## config.mk

```make
export PLATFORM = sky130hd
export DESIGN_NAME = sha1_message_digest
export DESIGN_NICKNAME = d
export VERILOG_FILES = /design/src/rtl/sha1_pkg.sv /design/src/rtl/sha1_queue.sv /design/src/rtl/sha1_engine.sv /design/src/rtl/sha1_message_digest.sv
export SDC_FILE = /design/constraint.sdc
export NUM_CORES = 2
export LEC_CHECK = 0
export BUFFER_PORTS_ARGS = -buffer_cell sky130_fd_sc_hd__buf_2
export CAP_MARGIN = 20
export CELL_PAD_IN_SITES_DETAIL_PLACEMENT = 1
export CELL_PAD_IN_SITES_GLOBAL_PLACEMENT = 2
export CORE_MARGIN = 2
export CORE_UTILIZATION = 40
export CTS_CLUSTER_DIAMETER = 200
export DETAILED_ROUTE_END_ITERATION = 8
export GPL_ROUTABILITY_DRIVEN = 0
export PLACE_DENSITY = 0.87
export SYNTH_ARGS = -nofsm -noshare
export SYNTH_HDL_FRONTEND = slang
export SYNTH_SLANG_ARGS = --single-unit
```

## constraint.sdc

```tcl
create_clock -name clk -period 9.6 [get_ports clk]
set_clock_uncertainty 0.2 [all_clocks]
set_input_delay 1.44 -clock clk [delete_from_list [all_inputs] [get_ports clk]]
set_output_delay 1.44 -clock clk [all_outputs]
set_load 0.005 [all_outputs]
```

## src/rtl/sha1_pkg.sv

```systemverilog
`timescale 1ns / 1ps
package sha1_pkg;

  typedef struct packed {
    logic [7:0] data_byte;
    logic       has_byte;
    logic       last_byte;
  } in_item_t;

  typedef struct packed {
    logic [31:0] digest_word;
    logic [2:0]  word_index;
    logic        last_word;
  } out_item_t;

  // Item handed from the front part to the compression engine.
  typedef struct packed {
    logic [7:0] data_byte;
    logic       has_byte;
    logic       last_byte;
  } cmd_t;

  localparam int QUEUE_DEPTH = 4;

  localparam logic [31:0] H0 = 32'h67452301;
  localparam logic [31:0] H1 = 32'hEFCDAB89;
  localparam logic [31:0] H2 = 32'h98BADCFE;
  localparam logic [31:0] H3 = 32'h10325476;
  localparam logic [31:0] H4 = 32'hC3D2E1F0;

  localparam logic [7:0] PAD_BYTE = 8'h80;
  localparam logic [5:0] LEN_POS = 6'd56;
  localparam logic [6:0] LAST_ROUND = 7'd79;

  function automatic logic [31:0] rotl(input logic [31:0] x, input int n);
    rotl = (x << n) | (x >> (32 - n));
  endfunction

  function automatic logic [31:0] round_k(input logic [6:0] t);
    if (t < 7'd20) round_k = 32'h5A827999;
    else if (t < 7'd40) round_k = 32'h6ED9EBA1;
    else if (t < 7'd60) round_k = 32'h8F1BBCDC;
    else round_k = 32'hCA62C1D6;
  endfunction

  function automatic logic [31:0] round_f(input logic [6:0] t, input logic [31:0] b,
                                          input logic [31:0] c, input logic [31:0] d);
    if (t < 7'd20) round_f = (b & c) | (~b & d);
    else if (t >= 7'd40 && t < 7'd60) round_f = (b & c) | (b & d) | (c & d);
    else round_f = b ^ c ^ d;
  endfunction

endpackage

```

## src/rtl/sha1_queue.sv

```systemverilog
`timescale 1ns / 1ps
module sha1_queue #(
  parameter int DEPTH = sha1_pkg::QUEUE_DEPTH
) (
  input  logic             clk,
  input  logic             rst,
  input  logic             wr,
  input  sha1_pkg::cmd_t   wdata,
  output logic             full,
  input  logic             rd,
  output sha1_pkg::cmd_t   rdata,
  output logic             empty
);
  localparam int AW = (DEPTH > 1) ? $clog2(DEPTH) : 1;

  sha1_pkg::cmd_t mem [DEPTH];
  logic [AW-1:0] wptr;
  logic [AW-1:0] rptr;
  logic [AW:0] count;

  assign full = (count == (AW+1)'(DEPTH));
  assign empty = (count == '0);
  assign rdata = mem[rptr];

  always_ff @(posedge clk) begin
    if (wr && !full) begin
      mem[wptr] <= wdata;
    end
  end

  always_ff @(posedge clk) begin
    if (rst) begin
      wptr <= '0;
      rptr <= '0;
      count <= '0;
    end else begin
      if (wr && !full) begin
        wptr <= (wptr == AW'(DEPTH - 1)) ? '0 : wptr + 1'b1;
      end
      if (rd && !empty) begin
        rptr <= (rptr == AW'(DEPTH - 1)) ? '0 : rptr + 1'b1;
      end
      count <= count + (AW+1)'(wr && !full) - (AW+1)'(rd && !empty);
    end
  end
endmodule

```

## src/rtl/sha1_engine.sv

```systemverilog
`timescale 1ns / 1ps
module sha1_engine (
  input  logic                  clk,
  input  logic                  rst,
  input  sha1_pkg::cmd_t        cmd,
  input  logic                  cmd_empty,
  output logic                  cmd_pop,
  output sha1_pkg::out_item_t   result,
  output logic                  empty,
  input  logic                  pop
);
  localparam logic [2:0] S_IDLE  = 3'd0;
  localparam logic [2:0] S_ROUND = 3'd1;
  localparam logic [2:0] S_ADD   = 3'd2;
  localparam logic [2:0] S_PAD   = 3'd3;
  localparam logic [2:0] S_OUT   = 3'd4;

  logic [2:0] state;
  logic [31:0] h [5];
  logic [31:0] a, b, c, d, e;
  logic [31:0] w [16];
  logic [5:0] block_fill;
  logic [63:0] message_bits;
  logic [63:0] len_hold;
  logic [6:0] round_count;
  logic padding;
  logic pad_first;
  logic len_phase;
  logic [2:0] out_idx;

  logic [7:0] in_byte;
  logic in_put;
  logic [31:0] w_new;
  logic [31:0] w_cur;
  logic [31:0] tmp;
  logic [3:0] ti;
  logic [5:0] len_sel;

  assign ti = round_count[3:0];
  assign w_new = sha1_pkg::rotl(w[ti - 4'd3] ^ w[ti - 4'd8] ^ w[ti - 4'd14] ^ w[ti], 1);
  assign w_cur = (round_count < 7'd16) ? w[ti] : w_new;
  assign tmp = sha1_pkg::rotl(a, 5) + sha1_pkg::round_f(round_count, b, c, d) + e
               + sha1_pkg::round_k(round_count) + w_cur;

  assign len_sel = 6'd56 - {block_fill[2:0], 3'b000};

  // Byte source: a message byte from the queue, or one padding byte.
  // The length goes only into the block that the padding closes.
  always_comb begin
    in_byte = 8'h00;
    in_put = 1'b0;
    if (state == S_IDLE && !cmd_empty && cmd.has_byte) begin
      in_byte = cmd.data_byte;
      in_put = 1'b1;
    end else if (state == S_PAD) begin
      in_put = 1'b1;
      if (pad_first) in_byte = sha1_pkg::PAD_BYTE;
      else if (len_phase && block_fill >= sha1_pkg::LEN_POS)
        in_byte = 8'(len_hold >> (len_sel));
      else in_byte = 8'h00;
    end
  end

  assign cmd_pop = (state == S_IDLE) && !cmd_empty;
  assign empty = (state != S_OUT);
  assign result.digest_word = h[out_idx];
  assign result.word_index = out_idx;
  assign result.last_word = (out_idx == 3'd4);

  always_ff @(posedge clk) begin
    if (in_put) begin
      if (block_fill[1:0] == 2'd0) w[block_fill[5:2]] <= {in_byte, 24'h0};
      else w[block_fill[5:2]] <= w[block_fill[5:2]]
                                 | ({24'h0, in_byte} << (5'd24 - {block_fill[1:0], 3'b000}));
    end else if (state == S_ROUND) begin
      w[ti] <= w_cur;
    end
  end

  always_ff @(posedge clk) begin
    if (rst) begin
      state <= S_IDLE;
      h[0] <= sha1_pkg::H0; h[1] <= sha1_pkg::H1; h[2] <= sha1_pkg::H2;
      h[3] <= sha1_pkg::H3; h[4] <= sha1_pkg::H4;
      a <= '0; b <= '0; c <= '0; d <= '0; e <= '0;
      block_fill <= '0;
      message_bits <= '0;
      len_hold <= '0;
      round_count <= '0;
      padding <= 1'b0;
      pad_first <= 1'b0;
      len_phase <= 1'b0;
      out_idx <= '0;
    end else begin
      if (in_put) begin
        block_fill <= block_fill + 6'd1;
        if (block_fill == 6'd63) begin
          a <= h[0]; b <= h[1]; c <= h[2]; d <= h[3]; e <= h[4];
          round_count <= '0;
        end
      end
      case (state)
        S_IDLE: begin
          if (!cmd_empty) begin
            if (cmd.has_byte) message_bits <= message_bits + 64'd8;
            if (cmd.last_byte) begin
              len_hold <= message_bits + (cmd.has_byte ? 64'd8 : 64'd0);
              pad_first <= 1'b1;
              padding <= 1'b1;
            end
            if (cmd.has_byte && block_fill == 6'd63) state <= S_ROUND;
            else if (cmd.last_byte) state <= S_PAD;
          end
        end
        S_PAD: begin
          pad_first <= 1'b0;
          // The marker byte leaves room for the length in this same block.
          if (pad_first && block_fill < sha1_pkg::LEN_POS) len_phase <= 1'b1;
          if (block_fill == 6'd63) state <= S_ROUND;
        end
        S_ROUND: begin
          e <= d; d <= c; c <= sha1_pkg::rotl(b, 30); b <= a; a <= tmp;
          round_count <= round_count + 7'd1;
          if (round_count == sha1_pkg::LAST_ROUND) state <= S_ADD;
        end
        S_ADD: begin
          round_count <= '0;
          h[0] <= h[0] + a; h[1] <= h[1] + b; h[2] <= h[2] + c;
          h[3] <= h[3] + d; h[4] <= h[4] + e;
          // Padding is done once the block that carried the length is compressed.
          if (!padding) state <= S_IDLE;
          else if (len_phase) state <= S_OUT;
          else begin
            len_phase <= 1'b1;
            state <= S_PAD;
          end
        end
        S_OUT: begin
          if (pop) begin
            if (out_idx == 3'd4) begin
              out_idx <= '0;
              state <= S_IDLE;
              padding <= 1'b0;
              len_phase <= 1'b0;
              message_bits <= '0;
              a <= '0; b <= '0; c <= '0; d <= '0; e <= '0;
              h[0] <= sha1_pkg::H0; h[1] <= sha1_pkg::H1; h[2] <= sha1_pkg::H2;
              h[3] <= sha1_pkg::H3; h[4] <= sha1_pkg::H4;
            end else begin
              out_idx <= out_idx + 3'd1;
            end
          end
        end
        default: state <= S_IDLE;
      endcase
    end
  end
endmodule

```

## src/rtl/sha1_message_digest.sv

```systemverilog
`timescale 1ns / 1ps
// Channel  | Direction | Handshake    | Word
// in_item  | input     | push / full  | data_byte, has_byte, last_byte
// out_item | output    | pop / empty  | digest_word, word_index, last_word
//
// Each byte is taken by the engine in its idle state; each 64-byte block then adds
// 80 rounds and one add step in the compression engine. A last byte adds padding
// bytes at one a cycle plus one or two compressions, then five result words.
// Reset is synchronous on rst. The input queue keeps taking items, until it is
// full, while the engine works or waits on pop.
module sha1_message_digest #(
  parameter int QDEPTH = sha1_pkg::QUEUE_DEPTH
) (
  input  logic                 clk,
  input  logic                 rst,
  input  logic                 push,
  input  sha1_pkg::in_item_t   in_item,
  output logic                 full,
  input  logic                 pop,
  output sha1_pkg::out_item_t  out_item,
  output logic                 empty
);
  sha1_pkg::cmd_t q_in;
  sha1_pkg::cmd_t q_out;
  logic q_empty;
  logic q_pop;

  always_comb begin
    q_in.data_byte = in_item.data_byte;
    q_in.has_byte = in_item.has_byte;
    q_in.last_byte = in_item.last_byte;
  end

  sha1_queue #(.DEPTH(QDEPTH)) u_queue (
    .clk(clk), .rst(rst), .wr(push), .wdata(q_in), .full(full),
    .rd(q_pop), .rdata(q_out), .empty(q_empty)
  );

  sha1_engine u_engine (
    .clk(clk), .rst(rst), .cmd(q_out), .cmd_empty(q_empty), .cmd_pop(q_pop),
    .result(out_item), .empty(empty), .pop(pop)
  );

`ifndef ASSERT_OFF
  a_last_idx: assert property (@(posedge clk) disable iff (rst)
    !empty |-> (out_item.last_word == (out_item.word_index == 3'd4)))
    else $error("last_word mismatch");
  a_idx_range: assert property (@(posedge clk) disable iff (rst)
    !empty |-> (out_item.word_index <= 3'd4))
    else $error("word_index out of range");
  a_hold: assert property (@(posedge clk) disable iff (rst)
    (!empty && !pop) |=> (!empty && $stable(out_item.word_index)))
    else $error("result word dropped");
`endif
endmodule
```

==> impl_metrics.csv <==
group,metric,value,unit
outcome,status,"complete, no violations",
detailed_routing,drt-total-wl,253900,um
worst_setup_path,r2r-end,"u_engine.a[31]",
cts,cts_sinks,1036,
worst_setup_path,r2r-start,"u_engine.round_count[1]",
floorplanning,core_area,178800,um2
sta,worst_pin_slew,1420,ps
finish,syn_to_final_growth,9.117,%
worst_setup_path,path_class,"flip-flop to flip-flop",
floorplanning,fp.dieH,428.9,um
synth,avgSynthCellArea,11.86,um2
worst_setup_path,cp_top_family,"adder cells",
place,place_area,74880,um2
power_and_ir_drop,p_comb_frac,0.445,
synth,synth_top_cell_by_area,"edfxtp_1",
power_and_ir_drop,p_int,11770,uW
synth,syn-num-nets,6434,
cts,cts_tree,"yes",
cts,clock_path_buffers,3,
power_and_ir_drop,ir_worst_vdd,0.0001731,V
synth,synth_commonest_cells,"mux4_2 (823), edfxtp_1 (712), nand2_1 (689), nor2_1 (517), a21oi_1 (481)",
power_and_ir_drop,swShare,0.3867,
worst_setup_path,r2r_cells,24,
power_and_ir_drop,clkPwrFrac,0.239,
cts,postCtsSetupBuffers,0,
power_and_ir_drop,seq_power_share,0.316,
detailed_routing,wl_per_cell,30.18,um
detailed_routing,final_antenna_net_count,0,
sta,rsz0062_at_grt,"no",
sta,drv_slew,0,
floorplanning,die_area,183900,um2
sta,final-hold-violation-count,0,
sta,whs,298.8,ps
detailed_routing,dr.first_iter.drc_count,5655,
floorplanning,start_util,0.4038,
floorplanning,die_width,428.9,um
worst_hold_path,whs_endpoint,"u_engine.len_hold[31]",
synth,post-synth-top-count-cell,"mux4_2",
worst_setup_path,slowest_delay,880,ps
global_routing,grtUsageTotal,0.2723,
place,dpl_worst_slack,1617,ps
cts,cts_resized,0,
detailed_routing,vias_per_cell,6.597,
global_routing,grt_pass1_vias,57240,
worst_setup_path,cp_max_fo,55,
worst_hold_path,holdCritStartpoint,"u_engine.len_hold[31]",
synth,async_flop_share,0,
sta,finalCriticalPeriod,8046,ps
finish,layout.cells.non_filler,8412,
synth,synth_edf_count,712,
synth,synth_cells,6086,
cts,ctsHoldBuffers,0,
finish,fin_nets,6303,
cts,cts.htree.levels,3,
detailed_routing,drtPass1Iterations,6,
worst_setup_path,cp.buffers_inverters,4,
finish,final_area,78790,um2
worst_setup_path,crit_arrival,8490,ps
global_routing,overflow,0,
cts,cts-root-buf,"clkbuf_16",
worst_setup_path,cp_common_cell,"inv_1",
finish,drive_gt1_frac,0.2097,
power_and_ir_drop,power.leakage,0.02622,uW
synth,ys_ff_latch,1036,
floorplanning,rows,155,
synth,yosysWarnings,0,
floorplanning,io_pins,52,
detailed_routing,wl_met2,118500,um
power_and_ir_drop,power.switching,7419,uW
synth,yosysSeqAreaShare,0.3859,
synth,synth_top_area_share,0.2961,
place,portBuffers,51,
cts,clk_pin_slew,60,ps
detailed_routing,drc_errors,0,
synth,yosys-top-cells-area,"edfxtp_1 (30%), mux4_2 (26%), dfxtp_1 (9.0%)",
worst_setup_path,startpoint_type,"flip-flop",
detailed_routing,met1_length,98540,um
sta,fmax,0.1243,GHz
power_and_ir_drop,powerDensity,243.5,nW/um2
synth,ys.flop_type,"edfxtp_1",
worst_hold_path,whs_path_depth,2,
flow_run,cap_violations,0,
global_routing,antenna_found_initial,7,
synth,ys_types,81,
detailed_routing,met3_length,23930,um
global_routing,grt_max_degree,166,
worst_setup_path,worstPathCellList,"ha_4 -> buf_4 -> mux4_2 -> mux4_2 -> xor2_1 -> xnor2_1 -> o21ai_1 -> ha_1 -> inv_1 -> fa_1 -> inv_1 -> ha_1 -> inv_1 -> fa_1 -> nor2b_1 -> o2111ai_1 -> a21oi_1 -> o2111ai_1 -> nand2_1 -> a21oi_1 -> a21boi_0 -> a31o_2 -> xnor2_1 -> o22ai_1",
worst_hold_path,hold_path_class,"flip-flop to flip-flop",
place,dp_cells,8182,
detailed_routing,vias,55490,
worst_setup_path,r2r_slack,1550,ps
sta,setup_violations,0,
detailed_routing,dr.max_layer_used,"met5",
sta,timing.final.crit_share,0.8382,
cts,clkLatencyLatePin,800,ps
sta,setup_slack,1554,ps
place,dp_hpwl,166300,um
sta,slew_headroom,0.05306,
synth,synthesis.area,72200,um2
worst_setup_path,crit_slowest_cell,"ha_4",
finish,n_fill_cell,18780,
sta,setup_tns,0,ps
cts,cts_made_buffers,118,
global_routing,grt_pass1_wl,379900,um
worst_setup_path,cp.required,10040,ps
worst_setup_path,endpoint_kind,"flip-flop",
sequential cells by signal, summed over array words and instances, names as in the netlist, 2 cells and up, named ones only:
register / flops
u_engine.b: 32
u_queue.rptr: 2
u_engine.c: 32
u_engine.e: 32
u_queue.mem: 40
u_engine.message_bits: 61
u_engine.state: 3
u_engine.len_hold: 61
u_engine.d: 32
u_engine.a: 32
u_queue.count: 3
u_queue.wptr: 2
u_engine.h: 160
u_engine.round_count: 7
u_engine.w: 512
u_engine.block_fill: 6
u_engine.out_idx: 3
final cells by class:
cell class	count	area, um2	share of cell area
tap	2355	2947	0.03740
timing repair buffer	154	1150	0.01459
inverter	232	870.8	0.01105
multi-input combinational	4413	42090	0.5342
antenna	2	5.005	0.00006352
sequential	1036	27910	0.3542
clock buffer	157	3212	0.04077
clock inverter	63	604.3	0.007671
per-stage QoR:
step	power, uW	utilization
2_1_floorplan	12110	-
3_3_place_gp	14120	0.4187
3_5_place_dp	14490	0.4188
4_1_cts	19120	0.4401
5_1_grt	20120	0.4406
6_report	19190	0.4406
worst reg2reg max path, stage by stage, from the launching register on:
cell and delay [ps]:
dfxtp_4 800, ha_4 890, buf_4 630, mux4_2 400
mux4_2 470, xor2_1 170, xnor2_1 460, o21ai_1 330
ha_1 300, inv_1 70, fa_1 420, inv_1 80
ha_1 160, inv_1 60, fa_1 460, nor2b_1 200
o2111ai_1 160, a21oi_1 310, o2111ai_1 150, nand2_1 270
a21oi_1 150, a21boi_0 350, a31o_2 220, xnor2_1 110
o22ai_1 90
how the worst max path moves through the flow:
stage,endpoint,depth (start not counted),start,slack [ps]
2_1_floorplan,u_engine.h[0][0],3,u_engine.state[0],610
3_5_place_dp,u_engine.a[31],24,u_engine.round_count[0],1620
5_1_grt,u_engine.a[30],22,u_engine.round_count[2],1190
6_report,u_engine.a[31],24,u_engine.round_count[1],1550
3_3_place_gp,u_engine.a[31],24,u_engine.round_count[1],1840
4_1_cts,u_engine.a[31],24,u_engine.round_count[0],1580
cells by family after synthesis:
logic type	Yosys count	synth area share
buf+inv	637	0.03455
simple gates	1693	0.1035
compound gates	1144	0.09547
flops	1036	0.3859
xor+xnor	342	0.04149
fa+ha+maj	334	0.07088
mux	900	0.2682
power by group through the flow:
stage	registers, uW	logic [uW]	clock network [uW]
2_1_floorplan	5860	6250	0
3_3_place_gp	6090	8030	0
3_5_place_dp	6130	8360	0
4_1_cts	6040	8430	4650
5_1_grt	6100	9220	4790
6_report	6060	8540	4590
layer usage:
metal | vias to the layer above | global-route usage
met4 | 8 | 0.1223
met3 | 718 | 0.06422
li1 | 23000 | -
met5 | - | 0
met1 | 28610 | 0.3546
met2 | 3154 | 0.4325
placed cells by master, fill, tap and decap left out, types with 18 or more instances in the layout:
| cell | count |
|---|---|
| o21ai_1 | 82 |
| xnor2_1 | 155 |
| mux2_2 | 45 |
| fa_1 | 125 |
| dfxtp_1 | 309 |
| xor2_1 | 184 |
| o21a_1 | 24 |
| nor3_1 | 63 |
| nor2_4 | 18 |
| and3_1 | 38 |
| nor2_1 | 498 |
| a311oi_1 | 20 |
| buf_2 | 50 |
| inv_1 | 231 |
| o21bai_1 | 23 |
| clkbuf_1 | 30 |
| a21o_1 | 89 |
| nand2b_1 | 43 |
| nand2_1 | 688 |
| ha_1 | 207 |
| a31oi_1 | 86 |
| edfxtp_1 | 712 |
| nand4_1 | 29 |
| o21ai_0 | 118 |
| clkinv_2 | 27 |
| mux2i_1 | 32 |
| mux4_2 | 823 |
| or3_1 | 53 |
| a21oi_1 | 481 |
| buf_4 | 94 |
| a211oi_1 | 105 |
| nor2b_1 | 82 |
| nand3_1 | 87 |
| clkbuf_16 | 120 |
| and2_1 | 29 |
(Power assumes the default switching activity.)
